--- src/sv/rpms_pkg.sv ---
// Package with types, codes and constants of the relay pulse motor sequencer.
`default_nettype none
package rpms_pkg;

  localparam int CFG_W         = 16;
  localparam int CFG_IDX_W     = 2;
  localparam int IN_W          = 8;
  localparam int OUT_W         = 40;
  localparam int RUN_OUT_W     = 32;
  localparam int COUNT_BITS_DEF = 16;
  localparam int RUN_BITS_DEF  = 32;
  localparam int BOTH_GAP_TICKS = 50;
  localparam int SETTLE_STEPS  = 3;
  localparam int Q_DEPTH       = 2;

  localparam logic [RUN_OUT_W-1:0] RUN_OUT_MAX = '1;

  localparam logic [CFG_IDX_W-1:0] REG_START_PULSE = 2'd0;
  localparam logic [CFG_IDX_W-1:0] REG_STOP_PULSE  = 2'd1;
  localparam logic [CFG_IDX_W-1:0] REG_SWITCH_GAP  = 2'd2;

  localparam logic [CFG_W-1:0] START_PULSE_RST = 16'd1000;
  localparam logic [CFG_W-1:0] STOP_PULSE_RST  = 16'd1000;
  localparam logic [CFG_W-1:0] SWITCH_GAP_RST  = 16'd500;

  localparam logic [2:0] ACT_TICK       = 3'd0;
  localparam logic [2:0] ACT_START      = 3'd1;
  localparam logic [2:0] ACT_START_NS   = 3'd2;
  localparam logic [2:0] ACT_STOP       = 3'd3;
  localparam logic [2:0] ACT_STOP_BOTH  = 3'd4;
  localparam logic [2:0] ACT_RAW_START  = 3'd5;
  localparam logic [2:0] ACT_RAW_STOP   = 3'd6;

  typedef enum logic [2:0] {
    K_TICK, K_START, K_START_NS, K_STOP, K_STOP_BOTH, K_RAW_START, K_RAW_STOP, K_INVALID
  } kind_t;

  typedef enum logic [1:0] {
    MODE_IDLE = 2'd0,
    MODE_EXT  = 2'd1,
    MODE_RET  = 2'd2
  } mode_t;

  typedef enum logic [2:0] {
    PH_NONE, PH_STOP_RUN, PH_GAP, PH_START, PH_STOP, PH_EXT_STOP, PH_BOTH_GAP, PH_RET_STOP
  } phase_t;

  typedef struct packed {
    kind_t kind;
    logic  dir;
    logic  pulse;
  } item_t;

endpackage
`default_nettype wire

--- src/sv/rpms_front.sv ---
// Front end: accepts input transactions and classifies the action code.
`default_nettype none
module rpms_front import rpms_pkg::*; (
  input  wire logic            in_tvalid,
  output logic                 in_tready,
  input  wire logic [IN_W-1:0] in_tdata,  // action[2:0], direction[3], with_pulse[4]
  input  wire logic            q_full,
  output logic                 q_push,
  output item_t                q_item
);

  logic [2:0] action;

  assign action    = in_tdata[2:0];
  assign in_tready = !q_full;
  assign q_push    = in_tvalid && !q_full;

  always_comb begin
    q_item.dir   = in_tdata[3];
    q_item.pulse = in_tdata[4];
    case (action)
      ACT_TICK:      q_item.kind = K_TICK;
      ACT_START:     q_item.kind = K_START;
      ACT_START_NS:  q_item.kind = K_START_NS;
      ACT_STOP:      q_item.kind = K_STOP;
      ACT_STOP_BOTH: q_item.kind = K_STOP_BOTH;
      ACT_RAW_START: q_item.kind = K_RAW_START;
      ACT_RAW_STOP:  q_item.kind = K_RAW_STOP;
      default:       q_item.kind = K_INVALID;
    endcase
  end

endmodule
`default_nettype wire

--- src/sv/rpms_queue.sv ---
// Short queue of classified items between the front and the back end.
`default_nettype none
module rpms_queue import rpms_pkg::*; (
  input  wire logic  clk,
  input  wire logic  rst_n,
  input  wire logic  push,
  input  item_t      push_item,
  output logic       full,
  input  wire logic  pop,
  output logic       head_valid,
  output item_t      head_item
);

  localparam int PTR_W = (Q_DEPTH > 1) ? $clog2(Q_DEPTH) : 1;
  localparam int CNT_W = $clog2(Q_DEPTH + 1);

  item_t            mem_r [Q_DEPTH];
  logic [PTR_W-1:0] wr_ptr_r, rd_ptr_r;
  logic [CNT_W-1:0] count_r;
  logic             do_push, do_pop;

  assign full       = (count_r == CNT_W'(Q_DEPTH));
  assign head_valid = (count_r != '0);
  assign head_item  = mem_r[rd_ptr_r];
  assign do_push    = push && !full;
  assign do_pop     = pop && head_valid;

  always_ff @(posedge clk) begin
    if (do_push) begin
      mem_r[wr_ptr_r] <= push_item;
    end
  end

  always_ff @(posedge clk) begin
    if (!rst_n) begin
      wr_ptr_r <= '0;
      rd_ptr_r <= '0;
      count_r  <= '0;
    end else begin
      if (do_push) begin
        wr_ptr_r <= (wr_ptr_r == PTR_W'(Q_DEPTH - 1)) ? '0 : wr_ptr_r + 1'b1;
      end
      if (do_pop) begin
        rd_ptr_r <= (rd_ptr_r == PTR_W'(Q_DEPTH - 1)) ? '0 : rd_ptr_r + 1'b1;
      end
      if (do_push && !do_pop) begin
        count_r <= count_r + 1'b1;
      end else if (do_pop && !do_push) begin
        count_r <= count_r - 1'b1;
      end
    end
  end

endmodule
`default_nettype wire

--- src/sv/rpms_back.sv ---
// Back end: runs the pulse sequencer on each item and holds the result register.
`default_nettype none
module rpms_back import rpms_pkg::*; #(
  parameter int COUNT_BITS = COUNT_BITS_DEF,
  parameter int RUN_BITS   = RUN_BITS_DEF
) (
  input  wire logic                 clk,
  input  wire logic                 rst_n,
  input  wire logic                 cfg_we,
  input  wire logic [CFG_IDX_W-1:0] cfg_index,
  input  wire logic [CFG_W-1:0]     cfg_data,
  input  wire logic                 q_valid,
  input  item_t                     q_item,
  output logic                      q_pop,
  output logic                      out_tvalid,
  input  wire logic                 out_tready,
  output logic [OUT_W-1:0]          out_tdata
);

  localparam int CW = CFG_W + COUNT_BITS;
  localparam int RW = RUN_BITS + RUN_OUT_W;
  localparam logic [COUNT_BITS-1:0] CNT_MAX = '1;
  localparam logic [RUN_BITS-1:0]   RUN_MAX = '1;

  logic [CFG_W-1:0]      start_len_r, stop_len_r, gap_len_r;
  mode_t                 mode_r, mode_nxt, fmode_r, fmode_nxt;
  phase_t                phase_r, phase_nxt;
  logic [COUNT_BITS-1:0] cnt_r, cnt_nxt;
  logic                  tdir_r, tdir_nxt;
  logic [RUN_BITS-1:0]   run_r, run_nxt;
  logic                  out_valid_r;
  logic [OUT_W-1:0]      out_data_r, out_data_nxt;

  logic [COUNT_BITS-1:0] start_sat, stop_sat, gap_sat, both_gap;
  logic                  rej, ext_on, ret_on;
  logic [RW-1:0]         run_wide;
  logic [RUN_OUT_W-1:0]  run_out;

  // Long register values clamp to the countdown range.
  function automatic logic [COUNT_BITS-1:0] sat_len(input logic [CFG_W-1:0] v);
    logic [CW-1:0] w;
    w = CW'(v);
    if (w > CW'(CNT_MAX)) begin
      return CNT_MAX;
    end
    return w[COUNT_BITS-1:0];
  endfunction

  assign start_sat = sat_len(start_len_r);
  assign stop_sat  = sat_len(stop_len_r);
  assign gap_sat   = sat_len(gap_len_r);
  assign both_gap  = COUNT_BITS'(BOTH_GAP_TICKS);

  assign q_pop      = q_valid && (!out_valid_r || out_tready);
  assign out_tvalid = out_valid_r;
  assign out_tdata  = out_data_r;

  always_comb begin
    mode_nxt  = mode_r;
    fmode_nxt = fmode_r;
    phase_nxt = phase_r;
    cnt_nxt   = cnt_r;
    tdir_nxt  = tdir_r;
    run_nxt   = run_r;
    rej       = 1'b0;

    case (q_item.kind)
      K_TICK: begin
        if (mode_nxt != MODE_IDLE && run_nxt != RUN_MAX) begin
          run_nxt = run_nxt + 1'b1;
        end
        if (phase_nxt != PH_NONE && cnt_nxt != '0) begin
          cnt_nxt = cnt_nxt - 1'b1;
        end
      end
      K_INVALID: begin
        rej = 1'b1;
      end
      default: begin
        if (phase_r != PH_NONE) begin
          rej = 1'b1;
        end else begin
          tdir_nxt = q_item.dir;
          case (q_item.kind)
            K_START: begin
              fmode_nxt = q_item.dir ? MODE_RET : MODE_EXT;
              if (mode_r != MODE_IDLE) begin
                phase_nxt = PH_STOP_RUN;
                cnt_nxt   = stop_sat;
              end else begin
                phase_nxt = PH_START;
                cnt_nxt   = start_sat;
              end
            end
            K_START_NS, K_RAW_START: begin
              fmode_nxt = q_item.dir ? MODE_RET : MODE_EXT;
              phase_nxt = PH_START;
              cnt_nxt   = start_sat;
            end
            K_STOP: begin
              fmode_nxt = MODE_IDLE;
              if (q_item.pulse) begin
                phase_nxt = PH_STOP;
                cnt_nxt   = stop_sat;
              end else begin
                mode_nxt = MODE_IDLE;
              end
            end
            K_STOP_BOTH: begin
              phase_nxt = PH_EXT_STOP;
              cnt_nxt   = stop_sat;
            end
            K_RAW_STOP: begin
              fmode_nxt = mode_r;
              phase_nxt = PH_STOP;
              cnt_nxt   = stop_sat;
            end
            default: ;
          endcase
        end
      end
    endcase

    // Phases of zero length finish within the same item; at most three chain up
    // (stop pulse, switch gap, start pulse).
    for (int i = 0; i < SETTLE_STEPS; i++) begin
      if (phase_nxt != PH_NONE && cnt_nxt == '0) begin
        case (phase_nxt)
          PH_STOP_RUN: begin
            mode_nxt  = MODE_IDLE;
            phase_nxt = PH_GAP;
            cnt_nxt   = gap_sat;
          end
          PH_GAP: begin
            phase_nxt = PH_START;
            cnt_nxt   = start_sat;
          end
          PH_START: begin
            mode_nxt  = fmode_nxt;
            run_nxt   = '0;
            phase_nxt = PH_NONE;
            cnt_nxt   = '0;
          end
          PH_STOP: begin
            mode_nxt  = fmode_nxt;
            phase_nxt = PH_NONE;
            cnt_nxt   = '0;
          end
          PH_EXT_STOP: begin
            phase_nxt = PH_BOTH_GAP;
            cnt_nxt   = both_gap;
          end
          PH_BOTH_GAP: begin
            phase_nxt = PH_RET_STOP;
            cnt_nxt   = stop_sat;
          end
          PH_RET_STOP: begin
            mode_nxt  = MODE_IDLE;
            phase_nxt = PH_NONE;
            cnt_nxt   = '0;
          end
          default: begin
            phase_nxt = PH_NONE;
            cnt_nxt   = '0;
          end
        endcase
      end
    end

    ext_on = 1'b0;
    ret_on = 1'b0;
    case (phase_nxt)
      PH_STOP_RUN: begin
        if (mode_nxt == MODE_RET) begin
          ret_on = 1'b1;
        end else begin
          ext_on = 1'b1;
        end
      end
      PH_START, PH_STOP: begin
        if (tdir_nxt) begin
          ret_on = 1'b1;
        end else begin
          ext_on = 1'b1;
        end
      end
      PH_EXT_STOP: ext_on = 1'b1;
      PH_RET_STOP: ret_on = 1'b1;
      default: ;
    endcase

    run_wide = RW'(run_nxt);
    if (mode_nxt == MODE_IDLE) begin
      run_out = '0;
    end else if (run_wide > RW'(RUN_OUT_MAX)) begin
      run_out = RUN_OUT_MAX;
    end else begin
      run_out = run_wide[RUN_OUT_W-1:0];
    end

    out_data_nxt = OUT_W'({run_out, rej, (phase_nxt != PH_NONE), mode_nxt, ret_on, ext_on});
  end

  always_ff @(posedge clk) begin
    if (q_pop) begin
      out_data_r <= out_data_nxt;
    end
  end

  always_ff @(posedge clk) begin
    if (!rst_n) begin
      start_len_r <= START_PULSE_RST;
      stop_len_r  <= STOP_PULSE_RST;
      gap_len_r   <= SWITCH_GAP_RST;
      mode_r      <= MODE_IDLE;
      fmode_r     <= MODE_IDLE;
      phase_r     <= PH_NONE;
      cnt_r       <= '0;
      tdir_r      <= 1'b0;
      run_r       <= '0;
      out_valid_r <= 1'b0;
    end else begin
      if (cfg_we) begin
        case (cfg_index)
          REG_START_PULSE: start_len_r <= cfg_data;
          REG_STOP_PULSE:  stop_len_r  <= cfg_data;
          REG_SWITCH_GAP:  gap_len_r   <= cfg_data;
          default: ;
        endcase
      end
      if (q_pop) begin
        mode_r      <= mode_nxt;
        fmode_r     <= fmode_nxt;
        phase_r     <= phase_nxt;
        cnt_r       <= cnt_nxt;
        tdir_r      <= tdir_nxt;
        run_r       <= run_nxt;
        out_valid_r <= 1'b1;
      end else if (out_tready) begin
        out_valid_r <= 1'b0;
      end
    end
  end

endmodule
`default_nettype wire

--- src/sv/relay_pulse_motor_sequencer.sv ---
// Top level of the relay pulse motor sequencer.
// Usage: each input transaction is either a 1 ms tick or a command (start, start
// without stop, stop, stop both, raw start pulse, raw stop pulse). Every input
// transaction produces exactly one result transaction with the two relay drive
// levels, the motor mode, the busy and rejected flags and the run time.
// Configuration: cfg_we writes cfg_data into the register picked by cfg_index
// (0 start pulse, 1 stop pulse, 2 switch gap) in the same cycle; write only
// while no transaction is in flight.
// Path: an accepted item is written into the queue, then popped into the result
// register, which presents it on out_tdata.
// Throughput: one item per cycle while out_tready is high; the back-end sequencer
// state updates once per item, including chains of zero-length phases.
// A two-entry queue separates the decoder from the sequencer, and the result
// register lets a new item be processed while the previous result is taken.
// When out_tready is low the result holds, the queue fills and in_tready drops.
// Reset (rst_n low, synchronous): motor idle, no sequence, run time zero, queue
// empty, registers back to 1000, 1000 and 500 ticks.
`default_nettype none
module relay_pulse_motor_sequencer import rpms_pkg::*; #(
  parameter int COUNT_BITS = COUNT_BITS_DEF,
  parameter int RUN_BITS   = RUN_BITS_DEF
) (
  input  wire logic                 clk,
  input  wire logic                 rst_n,
  input  wire logic                 cfg_we,
  input  wire logic [CFG_IDX_W-1:0] cfg_index,
  input  wire logic [CFG_W-1:0]     cfg_data,
  input  wire logic                 in_tvalid,
  output logic                      in_tready,
  input  wire logic [IN_W-1:0]      in_tdata,   // action[2:0], direction[3], with_pulse[4]
  output logic                      out_tvalid,
  input  wire logic                 out_tready,
  // relay_extend_on[0], relay_retract_on[1], motor_mode[3:2], busy_res[4],
  // rejected[5], run_time_ms[37:6]
  output logic [OUT_W-1:0]          out_tdata
);

  logic  q_full, q_push, q_valid, q_pop;
  item_t push_item, head_item;

  rpms_front u_front (
    .in_tvalid (in_tvalid),
    .in_tready (in_tready),
    .in_tdata  (in_tdata),
    .q_full    (q_full),
    .q_push    (q_push),
    .q_item    (push_item)
  );

  rpms_queue u_queue (
    .clk        (clk),
    .rst_n      (rst_n),
    .push       (q_push),
    .push_item  (push_item),
    .full       (q_full),
    .pop        (q_pop),
    .head_valid (q_valid),
    .head_item  (head_item)
  );

  rpms_back #(
    .COUNT_BITS (COUNT_BITS),
    .RUN_BITS   (RUN_BITS)
  ) u_back (
    .clk        (clk),
    .rst_n      (rst_n),
    .cfg_we     (cfg_we),
    .cfg_index  (cfg_index),
    .cfg_data   (cfg_data),
    .q_valid    (q_valid),
    .q_item     (head_item),
    .q_pop      (q_pop),
    .out_tvalid (out_tvalid),
    .out_tready (out_tready),
    .out_tdata  (out_tdata)
  );

endmodule
`default_nettype wire

--- config.mk ---
export PLATFORM = sky130hd
export DESIGN_NAME = relay_pulse_motor_sequencer
export DESIGN_NICKNAME = d
export VERILOG_FILES = /design/src/sv/rpms_pkg.sv /design/src/sv/rpms_front.sv /design/src/sv/rpms_queue.sv /design/src/sv/rpms_back.sv /design/src/sv/relay_pulse_motor_sequencer.sv
export SDC_FILE = /design/constraint.sdc
export NUM_CORES = 1
export LEC_CHECK = 0
export BUFFER_PORTS_ARGS = -buffer_cell sky130_fd_sc_hd__buf_2
export CORE_ASPECT_RATIO = 0.75
export CORE_MARGIN = 2
export CORE_UTILIZATION = 43
export CTS_CLUSTER_DIAMETER = 150
export DETAILED_ROUTE_END_ITERATION = 6
export GPL_ROUTABILITY_DRIVEN = 0
export PLACE_DENSITY = 0.56
export SYNTH_ARGS = -nofsm -noshare
export SYNTH_HDL_FRONTEND = slang
export SYNTH_SLANG_ARGS = --single-unit
--- constraint.sdc ---
create_clock -name clk -period 6.1 [get_ports clk]
set_input_delay 0.61 -clock clk [delete_from_list [all_inputs] [get_ports clk]]
set_output_delay 0.61 -clock clk [all_outputs]
set_load 0.02 [all_outputs]
# Word-level counts from Yosys, hierarchy flattened
# Memory sizes are Yosys's and may differ from the RTL's. A register that Yosys moved wholly into a read port is not among the register bits.
# Cells that the tools add are included.
[totals] reg_bits=147 ramBits=10 inputBits=31 output_inout_bits=42 elab_cells=179 mem_count=1
[classes] add_sub_neg=6 n_eq_ne=44 muxes=66 reduce_logical=47
[mem_list] name="u_queue.mem_r" depth=2 width=5 rd=1 rd_clocked_by_memory_dff=1 wr=1 line_no="rpms_queue.sv:17" text="item_t mem_r [Q_DEPTH];"
[ops] operator="$mux 32" count=8
[ops] operator="$pmux 16 s4" count=4
[ops] operator="$mux 16" count=7
[ops] operator="$eq 3x3->1 const B" count=22
[ops] operator="$logic_not 16->1" count=3
[ops] operator="$pmux 3 s4" count=3
[ops] operator="$eq 3x2->1 const B" count=11
[ops] operator="$add 32x1->32 const B" count=1
[ops] operator="$ne 32x32->1 const B" count=1
[ops] operator="$pmux 16 s2" count=1
[ops] operator="$mux 2" count=13
[ops] operator="$pmux 3 s7" count=1
[ops] operator="$reduce_or 2->1" count=10
[ops] operator="$eq 3x1->1 const B" count=6
[ops] operator="$mux 3" count=6
[ops] operator="$reduce_bool 16->1" count=1
[ops] operator="$sub 16x1->16 const B" count=1
[ops] operator="$mux 1" count=15
[ops] operator="$pmux 3 s5" count=1
[ops] operator="$reduce_bool 3->1" count=5
[ops] operator="$pmux 2 s2" count=3
[ops] operator="$logic_and 1x1->1" count=11
[ops] operator="$reduce_bool 2->1" count=4
[ops] operator="$eq 2x2->1 const B" count=3
[ops] operator="13 further kinds" count=22

# Logic depth before layout (Yosys ltp)
[depth] depth_word=18 ltp_mapped=20 depth_no_buf=15

# By module
# Synthesis repeated with hierarchy kept, for this count alone.
[unflattened] hier_cells=1133 hier_area_um2=9156.3
[by_module_without_submodules] mod="rpms_back" instances=1 cells_each=1085 area_each_um2=8533.2 seq_area_each_um2=3243.1
[by_module_without_submodules] mod="rpms_queue" instances=1 cells_each=41 area_each_um2=586.8 seq_area_each_um2=400.4
[by_module_without_submodules] mod="rpms_front" instances=1 cells_each=7 area_each_um2=36.3 seq_area_each_um2=0.0

# Worst setup path before layout
# Ideal clock, no wire load.
[synth_timing] path_type="reg2reg" from="memory u_queue.mem_r[0][4] (netlist bit)" to="register u_back.run_r[15]" t_arrival_ps=4180 required_ps=5983 path_slack_ps=1803 stages_incl_launch_ff=19 path_buffers=5 cell_sequence="edfxtp_1 -> buf_2 -> mux2_2 -> o22ai_2 -> o211ai_4 -> nand2_1 -> o21ai_1 -> or3_1 -> clkbuf_1 -> or3_1 -> buf_2 -> a2111oi_2 -> o22ai_1 -> or4_1 -> buf_2 -> and3_4 -> buf_6 -> a21o_1 -> a22o_1"
[synth_rtl] item="from (decl)" line_no="rpms_queue.sv:17"
[synth_rtl] item="to (signal assigned)" line_no="rpms_back.sv:237" text="run_r <= run_nxt;"
[synth_rtl] item="to (decl)" line_no="rpms_back.sv:30" text="logic [RUN_BITS-1:0] run_r, run_nxt;"

==> results.py <==
metrics = {
    "route": {
        "drt_pass1_iterations": 6,
        "totalWireLength_um": 31000,
        "vias": 9138,
        "drtIter0Drc": 1112,
        "wl_per_cell_um": 20.5,
        "ant_nets": 0,
        "drc": 0,
        "vias_per_cell": 6.06,
    },
    "sta": {
        "final_max_slew_viol_count": 0,
        "slew_headroom_pct": 41.6,
        "fin_crit_sh_pct": 93.2,
        "setup_viol": 0,
        "grt_setup_unrepaired": "false",
        "setup_tns_ns": 0,
        "post-route-min-period_ns": 5.68,
        "hold_viol_final": 0,
        "final.setup_skew_ns": 0.0136,
        "worst_pin_slew_ns": 0.852,
        "fmax_mhz": 176,
    },
    "placed_design": {
        "place_hpwl_um": 22300,
        "portBuffers": 67,
    },
    "setup_path": {
        "reg2regPathDepth": 14,
        "cp.arrival_ns": 5.84,
        "cp.required_ns": 6.26,
        "reg2reg_to": "u_back.out_tdata[0]",
        "crit_buf_inv": 1,
        "critPathMaxStageDelay_ns": 0.77,
        "cp_slowest_cell": "dfxtp_1",
        "cp_num_cells": 14,
        "endpoint": "u_back.out_tdata[0]",
        "crit_fanout": 19,
        "end_kind": "register",
        "crit_chain": "mux2i_2 -> nand3_1 -> a31oi_1 -> and2_1 -> a22oi_1 -> a21boi_2 -> or3_1 -> buf_4 -> nand4b_1 -> and3b_1 -> nor4_1 -> a21boi_0 -> o311ai_0 -> o21ai_0",
        "crit_family": "compound AO/OA/AOI/OAI gates",
        "critPathLaunchType": "register",
        "reg2reg_setup_slack_ns": 0.42,
        "critPathKind": "register to register",
    },
    "layout": {
        "nFillCells": 2191,
        "finalNetCount": 1236,
        "diodes": 0,
        "final_layout_size_suffix_gt1_share_pct": 14.4,
        "multiInputGateArea_um2": 5430,
        "seqCellArea_um2": 3640,
        "syn_to_final_growth_pct": 11.5,
    },
    "clock_tree": {
        "clk_latency_ns": 0.45,
        "ctsResizeCount": 0,
        "clk_pin_slew_ns": 0.07,
        "numClockSinks": 158,
        "cts_tree": "done",
        "clk_path_buf_depth": 2,
        "h-tree-depth": 4,
        "cts_setup_buffers": 0,
        "cts-buffers-inserted": 17,
        "root_buffer": "clkbuf_16",
        "hold_buffers": 0,
    },
    "logic_synthesis": {
        "synth_edf_count": 48,
        "synth_top_area_share_pct": 23.1,
        "synth_cells": 1169,
        "ys_top_cells_by_area": "dfxtp_1, edfxtp_1, nand2_1, nor2_1, a21oi_1",
        "ys_warn_count": 0,
        "yosysMostFrequentCell": "nand2_1",
        "yosysSeqAreaShare_pct": 38.3,
        "async_flop_share_pct": 0,
        "synth_seq_cells": 158,
        "synth_area_per_cell_um2": 8.14,
        "yosys.area.top_type": "dfxtp_1",
        "syn_area_um2": 9520,
        "synthTopCellsByCount": "nand2_1, nor2_1, dfxtp_1",
        "ys.flop_type": "dfxtp_1",
        "ys_types": 93,
    },
    "power": {
        "peakVddDrop_mv": 0.220,
        "leakage_nw": 3.97,
        "power_density_nw_per_um2": 536,
        "total_power_mw": 5.69,
    },
    "floorplanning": {
        "boundaryPins": 73,
        "start_util_pct": 43.5,
        "die_y_um": 133,
        "rows": 47,
        "core-area_um2": 21900,
        "design.die.area_um2": 23400,
        "die_w_um": 176,
    },
    "worst_hold_path": {
        "hp-class": "input port to register",
    },
    "global_routing": {
        "grt_pass1_vias": 8178,
        "grt_overflow": 0,
        "grt_pass1_wl_um": 48300,
        "antenna_found_initial": 0,
        "grt_max_degree": 56,
        "grt.total_usage_pct": 26.8,
    },
    "status": {
        "status": "finished clean",
    },
    "run": {
        "drv_cap": 0,
    },
}
[where the power goes]
part | leakage (nW) | internal, mW | switching, mW
clock | 0.245 | 0.523 | 0.479
combinational | 2.37 | 1.01 | 2.13
sequential | 1.36 | 1.33 | 0.210
[cell families after synthesis]
| kind of cell | share of synthesized area, % |
|---|---|
| adders and majority gates | 0.394 |
| muxes | 2.77 |
| buffers and inverters | 4.84 |
| DFF | 38.3 |
| AOI/OAI and AO/OA | 22.9 |
| xor gates and xnor gates | 3.50 |
| other | 0.0394 |
| and+or+nand+nor | 27.3 |
[metal layers]
| layer | global-route usage [%] | part of all wire (%) |
|---|---|---|
| met3 | 7.47 | 9.1 |
| met4 | 6.80 | 1.5 |
| met5 | 0 | 0 |
| met1 | 43.4 | 51 |
| met2 | 33.6 | 38 |
[worst min path at each step]
stage	cells after the start	startpoint	end	slack (ns)
2_1_floorplan	2	u_back.gap_len_r[1]	u_back.gap_len_r[1]	0.44
3_3_place_gp	2	u_back.fmode_r[1]	u_back.fmode_r[1]	0.46
3_5_place_dp	2	u_back.fmode_r[1]	u_back.fmode_r[1]	0.46
4_1_cts	1	in_tdata[2]	u_queue.mem_r[0][4]	0.34
5_1_grt	1	in_tdata[1]	u_queue.mem_r[1][3]	0.34
6_report	1	in_tdata[2]	u_queue.mem_r[0][4]	0.36
[state kept, by name, summed over array words and instances, names as in the netlist, named ones only]
register / cells
u_back.phase_r: 3
u_back.stop_len_r: 16
u_queue.wr_ptr_r: 1
u_back.cnt_r: 16
u_back.tdir_r: 1
u_back.gap_len_r: 16
u_queue.count_r: 2
u_back.start_len_r: 16
u_back.out_tvalid: 1
u_queue.rd_ptr_r: 1
u_back.out_tdata: 38
u_back.fmode_r: 2
u_queue.mem_r: 10
u_back.mode_r: 2
u_back.run_r: 32
[stage by stage]
| stage | hold WS [ns] | utilization (%) | setup WS [ns] | cells | instance area, um^2 |
|---|---|---|---|---|---|
| final | 0.359 | 48.5 | 0.417 | 1509 | 10600 |
| after global routing | 0.344 | 48.5 | 0.0600 | 1509 | 10600 |
| after CTS | 0.342 | 48.5 | 0.538 | 1509 | 10600 |
| after detailed placement | 0.463 | 46.0 | 0.569 | 1477 | 10100 |
| after global placement | 0.459 | 46.0 | 0.625 | 1477 | 10100 |
| after floorplan | 0.436 | - | 1.80 | 1170 | 9520 |
[final cells by class]
cell class,count,area share [%]
flip-flops and latches,158,34.3
repair buffers,97,5.28
inverters,19,0.672
clock inverters,15,1.08
multi-input cells,909,51.2
clock buffers,17,4.01
well taps,294,3.47
[layout by cell type, fill, tap and decap left out, types with 6 or more instances in the layout]
cell type     n
xnor2_1      15
o21ai_0      52
a22oi_1      13
clkinvlp_4    7
nand2b_1      9
nor4_1       22
buf_2        67
xor2_1       23
inv_1        17
and3_1       10
nand3_1      51
clkbuf_16    17
a22o_1       35
or4_1         7
dfxtp_1     110
o31ai_1       9
a211oi_1     11
and2_1        6
buf_4        30
edfxtp_1     48
and4_1        8
a31oi_1      11
nand2_1     185
mux2i_1      18
a21oi_1      83
nor2b_1      10
o211ai_1     11
a21o_1       21
nor2_1      123
or3_1        10
nand4_1       9
nor3_1       23
Note: power is estimated with default switching activity, not from simulation.
